File: src/rtl/core/kwm_pkg.sv
// ----------------------------------------------------------------------------
// kwm_pkg
// Shared types, constants and helpers for the k-way merge min-heap block.
// ----------------------------------------------------------------------------
package kwm_pkg;

    localparam int KEY_BITS      = 32;
    localparam int SRC_BITS      = 4;
    localparam int FUNC_BITS     = 2;
    localparam int CFG_BITS      = 5;
    localparam int DEF_MAX_LISTS = 16;
    localparam int RST_NUM_LISTS = 2;

    typedef enum logic [FUNC_BITS-1:0] {
        FUNC_LOAD    = 2'd0,
        FUNC_NEXT    = 2'd1,
        FUNC_EXHAUST = 2'd2,
        FUNC_NONE    = 2'd3
    } func_t;

    typedef struct packed {
        logic [FUNC_BITS-1:0]       func;
        logic signed [KEY_BITS-1:0] key;
    } in_word_t;

    typedef struct packed {
        logic signed [KEY_BITS-1:0] min_key;
        logic [SRC_BITS-1:0]        source;
        logic                       all_done;
    } out_word_t;

    typedef struct packed {
        logic                       exhausted;
        logic [SRC_BITS-1:0]        source;
        logic signed [KEY_BITS-1:0] key;
    } entry_t;

    localparam int ENTRY_BITS = $bits(entry_t);

    typedef enum logic [2:0] {
        ST_IDLE,
        ST_BUILD_RD,
        ST_BUILD_LD,
        ST_LEFT,
        ST_RIGHT,
        ST_CMP,
        ST_EMIT
    } state_t;

    typedef struct packed {
        logic load;
        logic build_start;
        logic replace;
        logic rd_build;
        logic take_e;
        logic rd_left;
        logic rd_right;
        logic take_left;
        logic wr_e;
        logic move;
        logic build_next;
        logic set_ready;
        logic emit;
    } cmd_t;

    typedef struct packed {
        logic ld_ok;
        logic ld_last;
        logic rep_ok;
        logic root_done;
        logic left_ok;
        logic child_wins;
        logic build_last;
        logic out_free;
    } status_t;

    // exhausted entries rank above every key
    function automatic logic entry_less(entry_t a, entry_t b);
        logic r;
        if (a.exhausted)
            r = 1'b0;
        else if (b.exhausted)
            r = 1'b1;
        else
            r = ($signed(a.key) < $signed(b.key));
        return r;
    endfunction

endpackage

File: src/rtl/core/kwm_ram.sv
// ----------------------------------------------------------------------------
// kwm_ram
// Generic single-write, single-read RAM with registered read data.
// ----------------------------------------------------------------------------
module kwm_ram #(
    parameter int WIDTH = 8,
    parameter int DEPTH = 16
) (
    input  logic                     clk,
    input  logic                     we,
    input  logic [$clog2(DEPTH)-1:0] waddr,
    input  logic [WIDTH-1:0]         wdata,
    input  logic [$clog2(DEPTH)-1:0] raddr,
    output logic [WIDTH-1:0]         rdata
);

    logic [WIDTH-1:0] mem [DEPTH];

    always_ff @(posedge clk)
    begin
        if (we)
        begin
            mem[waddr] <= wdata;
        end
        rdata <= mem[raddr];
    end

endmodule

File: src/rtl/core/kwm_datapath.sv
// ----------------------------------------------------------------------------
// kwm_datapath
// Heap storage, sift registers, load/build counters and the result register.
// ----------------------------------------------------------------------------
module kwm_datapath
    import kwm_pkg::*;
#(
    parameter int MAX_LISTS = DEF_MAX_LISTS
) (
    input  logic                clk,
    input  logic                rst_n,
    input  logic                cfg_we,
    input  logic [CFG_BITS-1:0] cfg_wdata,
    input  in_word_t            in_word,
    input  logic                out_ready,
    output logic                out_valid,
    output out_word_t           out_word,
    input  cmd_t                cmd,
    output status_t             status
);

    localparam int IDX_W = $clog2(MAX_LISTS);
    localparam int CNT_W = $clog2(MAX_LISTS + 1);
    localparam int CH_W  = IDX_W + 2;

    logic [CNT_W-1:0] num_lists_reg;
    logic [CNT_W-1:0] loaded_reg;
    logic             heap_ready_reg;
    logic [IDX_W-1:0] build_idx_reg;
    logic [IDX_W-1:0] pos_reg;
    entry_t           e_reg;
    entry_t           best_reg;
    logic             lsel_reg;
    entry_t           root_reg;
    logic             out_valid_reg;
    out_word_t        out_word_reg;

    logic             ram_we;
    logic [IDX_W-1:0] ram_waddr;
    entry_t           ram_wdata;
    logic [IDX_W-1:0] ram_raddr;
    entry_t           ram_rdata;

    logic [CH_W-1:0]  left_idx;
    logic [CH_W-1:0]  right_idx;
    logic             right_ok;
    logic             lsel;
    logic             rsel;
    entry_t           child;
    logic [IDX_W-1:0] child_idx;
    entry_t           load_entry;
    entry_t           rep_entry;
    logic [CNT_W:0]   loaded_inc;
    logic [CNT_W-1:0] cfg_lists;

    kwm_ram #(
        .WIDTH (ENTRY_BITS),
        .DEPTH (MAX_LISTS)
    ) u_ram (
        .clk   (clk),
        .we    (ram_we),
        .waddr (ram_waddr),
        .wdata (ram_wdata),
        .raddr (ram_raddr),
        .rdata (ram_rdata)
    );

    assign left_idx   = {1'b0, pos_reg, 1'b1};
    assign right_idx  = left_idx + CH_W'(1);
    assign right_ok   = right_idx < CH_W'(num_lists_reg);
    assign lsel       = entry_less(ram_rdata, e_reg);
    assign rsel       = right_ok && entry_less(ram_rdata, best_reg);
    assign child      = rsel ? ram_rdata : best_reg;
    assign child_idx  = rsel ? right_idx[IDX_W-1:0] : left_idx[IDX_W-1:0];
    assign loaded_inc = {1'b0, loaded_reg} + (CNT_W+1)'(1);

    always_comb
    begin
        load_entry.exhausted = 1'b0;
        load_entry.source    = SRC_BITS'(loaded_reg);
        load_entry.key       = in_word.key;
        rep_entry.exhausted  = (in_word.func == FUNC_EXHAUST);
        rep_entry.source     = root_reg.source;
        rep_entry.key        = (in_word.func == FUNC_NEXT) ? in_word.key : root_reg.key;
    end

    always_comb
    begin
        if (cfg_wdata == '0)
            cfg_lists = CNT_W'(1);
        else if (int'(cfg_wdata) > MAX_LISTS)
            cfg_lists = CNT_W'(MAX_LISTS);
        else
            cfg_lists = CNT_W'(cfg_wdata);
    end

    always_comb
    begin
        ram_we    = cmd.load || cmd.wr_e || cmd.move;
        ram_waddr = pos_reg;
        ram_wdata = e_reg;
        if (cmd.load)
        begin
            ram_waddr = loaded_reg[IDX_W-1:0];
            ram_wdata = load_entry;
        end
        else if (cmd.move)
        begin
            ram_wdata = child;
        end
        ram_raddr = build_idx_reg;
        if (cmd.rd_left)
            ram_raddr = left_idx[IDX_W-1:0];
        else if (cmd.rd_right)
            ram_raddr = right_idx[IDX_W-1:0];
    end

    always_comb
    begin
        status.ld_ok      = (in_word.func == FUNC_LOAD) && !heap_ready_reg
                            && (loaded_reg < num_lists_reg);
        status.ld_last    = (loaded_inc == {1'b0, num_lists_reg});
        status.rep_ok     = heap_ready_reg && !root_reg.exhausted
                            && ((in_word.func == FUNC_NEXT) || (in_word.func == FUNC_EXHAUST));
        status.root_done  = heap_ready_reg && root_reg.exhausted
                            && ((in_word.func == FUNC_NEXT) || (in_word.func == FUNC_EXHAUST));
        status.left_ok    = left_idx < CH_W'(num_lists_reg);
        status.child_wins = lsel_reg || rsel;
        status.build_last = (build_idx_reg == '0);
        status.out_free   = !out_valid_reg || out_ready;
    end

    always_ff @(posedge clk or negedge rst_n)
    begin
        if (!rst_n)
        begin
            num_lists_reg  <= CNT_W'(RST_NUM_LISTS);
            loaded_reg     <= '0;
            heap_ready_reg <= 1'b0;
            out_valid_reg  <= 1'b0;
        end
        else
        begin
            if (cfg_we)
            begin
                num_lists_reg  <= cfg_lists;
                loaded_reg     <= '0;
                heap_ready_reg <= 1'b0;
            end
            else
            begin
                if (cmd.load)
                    loaded_reg <= loaded_inc[CNT_W-1:0];
                if (cmd.set_ready)
                    heap_ready_reg <= 1'b1;
            end
            if (cmd.emit)
                out_valid_reg <= 1'b1;
            else if (out_ready)
                out_valid_reg <= 1'b0;
        end
    end

    always_ff @(posedge clk)
    begin
        if (cmd.build_start)
            build_idx_reg <= IDX_W'(num_lists_reg >> 1);
        else if (cmd.build_next)
            build_idx_reg <= build_idx_reg - IDX_W'(1);

        if (cmd.replace)
        begin
            e_reg   <= rep_entry;
            pos_reg <= '0;
        end
        else if (cmd.take_e)
        begin
            e_reg   <= ram_rdata;
            pos_reg <= build_idx_reg;
        end
        else if (cmd.move)
        begin
            pos_reg <= child_idx;
        end

        if (cmd.take_left)
        begin
            lsel_reg <= lsel;
            best_reg <= lsel ? ram_rdata : e_reg;
        end

        if (ram_we && (ram_waddr == '0))
            root_reg <= ram_wdata;

        if (cmd.emit)
        begin
            out_word_reg.all_done <= root_reg.exhausted;
            out_word_reg.min_key  <= root_reg.exhausted ? '0 : root_reg.key;
            out_word_reg.source   <= root_reg.exhausted ? '0 : root_reg.source;
        end
    end

    assign out_valid = out_valid_reg;
    assign out_word  = out_word_reg;

    a_load_bound: assert property (@(posedge clk) disable iff (!rst_n)
        loaded_reg <= num_lists_reg)
        else $error("load count above list count");

    a_ready_full: assert property (@(posedge clk) disable iff (!rst_n)
        heap_ready_reg |-> (loaded_reg == num_lists_reg))
        else $error("heap ready with lists missing");

    a_pos_bound: assert property (@(posedge clk) disable iff (!rst_n)
        (cmd.wr_e || cmd.move) |-> ({1'b0, pos_reg} < CH_W'(num_lists_reg)))
        else $error("sift write outside heap");

endmodule

File: src/rtl/core/kwm_ctrl.sv
// ----------------------------------------------------------------------------
// kwm_ctrl
// Sequencer for load, heap build, root replace, sift-down and result issue.
// ----------------------------------------------------------------------------
module kwm_ctrl
    import kwm_pkg::*;
(
    input  logic    clk,
    input  logic    rst_n,
    input  logic    in_valid,
    output logic    in_ready,
    input  status_t status,
    output cmd_t    cmd
);

    state_t state_reg;
    state_t state_next;
    logic   building_reg;
    logic   building_next;
    logic   accept;
    logic   sift_end;

    assign in_ready = (state_reg == ST_IDLE);
    assign accept   = in_valid && in_ready;
    assign sift_end = ((state_reg == ST_LEFT) && !status.left_ok)
                      || ((state_reg == ST_CMP) && !status.child_wins);

    always_comb
    begin
        state_next    = state_reg;
        building_next = building_reg;
        unique case (state_reg)
            ST_IDLE:
            begin
                if (accept)
                begin
                    if (status.ld_ok && status.ld_last)
                    begin
                        state_next    = ST_BUILD_RD;
                        building_next = 1'b1;
                    end
                    else if (status.rep_ok)
                        state_next = ST_LEFT;
                    else if (status.root_done)
                        state_next = ST_EMIT;
                end
            end
            ST_BUILD_RD: state_next = ST_BUILD_LD;
            ST_BUILD_LD: state_next = ST_LEFT;
            ST_LEFT:     state_next = status.left_ok ? ST_RIGHT : ST_LEFT;
            ST_RIGHT:    state_next = ST_CMP;
            ST_CMP:      state_next = ST_LEFT;
            ST_EMIT:
            begin
                if (status.out_free)
                    state_next = ST_IDLE;
            end
            default:     state_next = ST_IDLE;
        endcase
        if (sift_end)
        begin
            if (building_reg && !status.build_last)
                state_next = ST_BUILD_RD;
            else
            begin
                state_next    = ST_EMIT;
                building_next = 1'b0;
            end
        end
    end

    always_comb
    begin
        cmd = '0;
        unique case (state_reg)
            ST_IDLE:
            begin
                cmd.load        = accept && status.ld_ok;
                cmd.build_start = accept && status.ld_ok && status.ld_last;
                cmd.replace     = accept && status.rep_ok;
            end
            ST_BUILD_RD: cmd.rd_build = 1'b1;
            ST_BUILD_LD: cmd.take_e   = 1'b1;
            ST_LEFT:
            begin
                cmd.rd_left = status.left_ok;
                cmd.wr_e    = !status.left_ok;
            end
            ST_RIGHT:
            begin
                cmd.rd_right  = 1'b1;
                cmd.take_left = 1'b1;
            end
            ST_CMP:
            begin
                cmd.move = status.child_wins;
                cmd.wr_e = !status.child_wins;
            end
            ST_EMIT:     cmd.emit = status.out_free;
            default:     cmd = '0;
        endcase
        cmd.build_next = sift_end && building_reg && !status.build_last;
        cmd.set_ready  = sift_end && building_reg && status.build_last;
    end

    always_ff @(posedge clk or negedge rst_n)
    begin
        if (!rst_n)
        begin
            state_reg    <= ST_IDLE;
            building_reg <= 1'b0;
        end
        else
        begin
            state_reg    <= state_next;
            building_reg <= building_next;
        end
    end

    a_one_write: assert property (@(posedge clk) disable iff (!rst_n)
        $onehot0({cmd.load, cmd.wr_e, cmd.move}))
        else $error("two heap writes in one cycle");

    a_build_idle: assert property (@(posedge clk) disable iff (!rst_n)
        (state_reg == ST_IDLE) |-> !building_reg)
        else $error("idle with build pending");

    a_ready_emit: assert property (@(posedge clk) disable iff (!rst_n)
        cmd.set_ready |=> (state_reg == ST_EMIT))
        else $error("heap built without result");

endmodule

File: src/rtl/core/k_way_merge_min_heap.sv
// ----------------------------------------------------------------------------
// k_way_merge_min_heap
// K-way merge of sorted signed key streams through a binary min-heap.
// ----------------------------------------------------------------------------
// channel | signals                  | dir | word
// in      | in_valid/in_ready        | in  | in_word  (func, key)
// out     | out_valid/out_ready      | out | out_word (min_key, source, all_done)
// cfg     | cfg_we/cfg_wdata         | in  | num_lists, written at once
//
// A load that is not the last is taken in IDLE. A replace walks one heap level
// per pass through LEFT, RIGHT and CMP; the single RAM read port sets this. The
// last load builds the heap: n/2+1 sift-downs, each a read via BUILD_RD and
// BUILD_LD plus the walk. Reset clears control only; no clearing pass. A result
// waiting at the output holds the next result in EMIT and blocks input accept.
// ----------------------------------------------------------------------------
module k_way_merge_min_heap
    import kwm_pkg::*;
#(
    parameter int MAX_LISTS = DEF_MAX_LISTS
) (
    input  logic                clk,
    input  logic                rst_n,
    input  logic                cfg_we,
    input  logic [CFG_BITS-1:0] cfg_wdata,
    input  logic                in_valid,
    output logic                in_ready,
    input  in_word_t            in_word,
    output logic                out_valid,
    input  logic                out_ready,
    output out_word_t           out_word
);

    cmd_t    cmd;
    status_t status;

    kwm_ctrl u_ctrl (
        .clk      (clk),
        .rst_n    (rst_n),
        .in_valid (in_valid),
        .in_ready (in_ready),
        .status   (status),
        .cmd      (cmd)
    );

    kwm_datapath #(
        .MAX_LISTS (MAX_LISTS)
    ) u_datapath (
        .clk       (clk),
        .rst_n     (rst_n),
        .cfg_we    (cfg_we),
        .cfg_wdata (cfg_wdata),
        .in_word   (in_word),
        .out_ready (out_ready),
        .out_valid (out_valid),
        .out_word  (out_word),
        .cmd       (cmd),
        .status    (status)
    );

endmodule
File: config.mk
export PLATFORM = sky130hd
export DESIGN_NAME = k_way_merge_min_heap
export DESIGN_NICKNAME = d
export VERILOG_FILES = /design/src/rtl/core/kwm_pkg.sv /design/src/rtl/core/kwm_ram.sv /design/src/rtl/core/kwm_datapath.sv /design/src/rtl/core/kwm_ctrl.sv /design/src/rtl/core/k_way_merge_min_heap.sv
export SDC_FILE = /design/constraint.sdc
export NUM_CORES = 1
export LEC_CHECK = 0
export ABC_AREA = 1
export BUFFER_PORTS_ARGS = -buffer_cell sky130_fd_sc_hd__buf_4
export CAP_MARGIN = 20
export CORE_ASPECT_RATIO = 1.2
export CORE_UTILIZATION = 54
export DETAILED_ROUTE_END_ITERATION = 8
export HOLD_SLACK_MARGIN = 0.12
export PLACE_DENSITY_LB_ADDON = 0.12
export SYNTH_ARGS = -nofsm -noshare
export SYNTH_HDL_FRONTEND = slang
export SYNTH_SLANG_ARGS = --single-unit
File: constraint.sdc
create_clock -name clk -period 5.6 [get_ports clk]
set_clock_uncertainty 0.05 [all_clocks]
set_input_delay 1.68 -clock clk [delete_from_list [all_inputs] [get_ports clk]]
set_output_delay 1.68 -clock clk [all_outputs]
set_load 0.005 [all_outputs]
==> results.json <==
{
  "status": "completed",
  "design_area_um2": 37420,
  "synth-seq-cells": 765,
  "total_leakage_power_uw": 0.01377,
  "overflow": 0,
  "nFillCells": 4756,
  "numCtsBuffers": 74,
  "clkTransAtPathRegs_ns": 0.06,
  "fin_crit_ns": 4.294,
  "boundaryPins": 83,
  "fin_nets": 3090,
  "ys_types": 51,
  "grt_setup_unrepaired": "no",
  "cts_resized": 0,
  "multi_input_area_um2": 9309,
  "muxShareOfSynthArea_pct": 0,
  "avgViaCountPerCell": 5.898,
  "grt_max_degree": 267,
  "reg2reg_depth": 11,
  "setup_viol": 0,
  "grt_pass1_wl_um": 126500,
  "hold_ws_ns": 0.4937,
  "timing.rr.end": "u_datapath.u_ram.rdata[23]",
  "hold_violations": 0,
  "finalMaxSlewViolations": 0,
  "start_util_pct": 54.71,
  "std_cell_rows": 99,
  "synth_edf_count": 708,
  "yosys.area_share.simple_pct": 10.81,
  "cts_tree": "yes",
  "layout-drive-gt1-share_pct": 10.81,
  "peakVddDrop_v": 0.0002617,
  "max_cap_violations": 0,
  "cts_setup_buffers": 0,
  "timing.rr.start": "u_datapath.num_lists_reg[4]",
  "die_w_um": 228.6,
  "die-area_um2": 62620,
  "finalSetupTns_ns": 0,
  "synth_top_family_by_area": "compound AO/OA/AOI/OAI gates",
  "insertion_delay_ns": 0.63,
  "crit_path_start_kind": "flop",
  "path_class": "flop to flop",
  "syn_inst": 2905,
  "core_area_um2": 60820,
  "area_growth_pct": 12.45,
  "yosysSeqAreaShare_pct": 67.56,
  "critPathLaunch": "u_datapath.num_lists_reg[4]",
  "hpwl_um": 51050,
  "fmax_mhz": 232.9,
  "grt_usage_pct": 26.26,
  "cts-root-buf": "clkbuf_16",
  "ys.flop_type": "edfxtp_1",
  "io_buffers": 82,
  "worstMarginPinSlew_ns": 1.124,
  "crit_path_end_kind": "flop",
  "wirelength_um": 82180,
  "synthAdderAreaFrac_pct": 3.046,
  "crit_end": "u_datapath.u_ram.rdata[23]",
  "antenna_found_initial": 0,
  "worstPathRequired_ns": 6.08,
  "dpl-instance-area_um2": 34920,
  "grt_pass1_vias": 21913,
  "syn_nets": 3030,
  "p_per_area_nw_per_um2": 496.7,
  "wire_per_inst_um": 21.45,
  "synth.avg_cell_area_um2": 11.46,
  "cts-htree-levels": 3,
  "drt.antenna.violating_nets": 0,
  "cts.sinks": 765,
  "hold_buffers": 0,
  "r2r_slack_ns": 1.31,
  "cp_max_fo": 76,
  "slew-limit-headroom_pct": 25.10,
  "vias": 22602,
  "yosys_warnings": 0,
  "gp_congestion": 0.8766,
  "regMostFlops": "u_datapath.u_ram.mem",
  "num_antenna_cells": 0,
  "synth_xor_area_share_pct": 0.1842,
  "syn_area_um2": 33280,
  "drtIter0Drc": 2438,
  "fin_crit_sh_pct": 76.67,
  "die_h_um": 273.9,
  "synthArstFlopShare_pct": 2.092,
  "min_path_type": "flop to flop",
  "remaining_drc_errors": 0,
  "dr.pass1.iters": 5,
  "largest_register_ffs": 592,
  "seq_area_um2": 22480,
  "arrival_ns": 4.77,
  "synth_compound_area_share_pct": 13.43,
  "clockBufferDepth": 3
}
==> worst max-delay path, stage by stage, from the launching register on <==
cell and delay (ns):
dfrtp_1 0.39, inv_1 0.18, ha_1 0.30, a21oi_1 0.32, nand3_4 0.24, o21ai_4 0.23
buf_4 0.64, buf_4 0.75, o21ai_0 0.23, o221ai_1 0.25, o211ai_1 0.24, nand2_1 0.28
==> routing by layer <==
layer  part of all wire (%)  global-route usage [%]
met1                     45                   38.24
met2                     46                   41.31
met3                    7.2                   3.796
met4                    2.0                   7.471
met5                      0                       0
==> worst min path at each step <==
stage / startpoint / end / slack [ns] / cells after the start
floorplan: u_datapath.u_ram.mem[0][36] / u_datapath.out_word[0] / 0.37 / 0
global placement: u_datapath.e_reg[35] / u_datapath.best_reg[35] / 0.47 / 2
detailed placement: u_datapath.e_reg[9] / u_datapath.best_reg[9] / 0.48 / 2
CTS: u_datapath.e_reg[9] / u_datapath.best_reg[9] / 0.49 / 2
global route: u_datapath.e_reg[9] / u_datapath.best_reg[9] / 0.51 / 2
finish: u_datapath.e_reg[9] / u_datapath.best_reg[9] / 0.49 / 2
==> cells by family (layout without fill, tap and decap cells) <==
group | after synthesis | in the layout
adder cells (fa/ha/maj) | 81 | 81
flip-flops | 765 | 765
AND/OR/NAND/NOR | 887 | 887
XOR/XNOR | 7 | 7
buffers and inverters | 389 | 508
AO/OA/AOI/OAI | 776 | 776
==> cell usage after synthesis, types with 2 or more instances <==
| cell | instances | area (um2) |
|---|---|---|
| edfxtp_1 | 708 | 21260 |
| nand2_1 | 397 | 1490 |
| o21ai_0 | 375 | 1877 |
| nor2_1 | 350 | 1314 |
| inv_1 | 200 | 750.7 |
| o21ai_1 | 107 | 535.5 |
| nand3_1 | 106 | 530.5 |
| clkbuf_1 | 92 | 345.3 |
| ha_1 | 81 | 1013 |
| o22ai_1 | 77 | 481.7 |
| o221ai_1 | 76 | 665.6 |
| a21oi_1 | 71 | 355.3 |
| o211ai_1 | 49 | 367.9 |
| buf_2 | 46 | 230.2 |
| dfxtp_1 | 41 | 820.8 |
| dfrtp_1 | 15 | 375.4 |
| inv_2 | 15 | 56.30 |
| buf_4 | 12 | 90.09 |
| buf_6 | 12 | 135.1 |
| buf_1 | 10 | 37.54 |
| nand4_1 | 7 | 43.79 |
| nor3_1 | 7 | 35.03 |
| xor2_1 | 6 | 52.55 |
| nor2_2 | 5 | 31.28 |
| o21ai_2 | 4 | 35.03 |
| nand3_2 | 3 | 30.03 |
| o21a_1 | 3 | 22.52 |
| a211oi_1 | 2 | 15.01 |
| a31oi_1 | 2 | 12.51 |
| clkbuf_2 | 2 | 10.01 |
| nand2_2 | 2 | 12.51 |
| o31ai_1 | 2 | 15.01 |
| or2_1 | 2 | 12.51 |
==> through the flow <==
stage               total power [uW]  cells  utilization, %  worst slack (ns)
finish                         18590   3832           61.53             1.306
global route                   19550   3832           61.53             1.110
CTS                            18590   3827           61.47             1.374
detailed placement             13550   3692           57.42            0.9690
global placement               13380   3691           57.38             1.036
floorplan                      11580   2905               -            0.8704
==> power by group <==
group / internal, uW / switching, uW
clock network: 2900 / 2150
logic: 1740 / 4090
registers: 7330 / 385
==> placed cells by master (no fill, tap or decap), drive strengths merged, types with 2 or more instances in the layout <==
cell type    n
edfxtp     708
o21ai      487
nand2      400
nor2       357
inv        216
buf        158
nand3      110
clkbuf      99
ha          81
o22ai       77
o221ai      76
a21oi       72
o211ai      50
dfxtp       41
clkinv      27
dfrtp       15
nand4        7
bufinv       7
nor3         7
xor2         6
o21a         3
a211oi       2
o31ai        2
a31oi        2
or2          2
nor4         2
==> area by class of cell <==
class	instances	share of cell area [%]
multi-input cells	1751	24.88
repair buffers	158	3.571
flip-flops and latches	765	60.08
well taps	808	2.702
inverters	215	2.187
clock inverters	36	1.167
clock buffers	99	5.417
No activity file was read; power rests on OpenSTA's default activity.
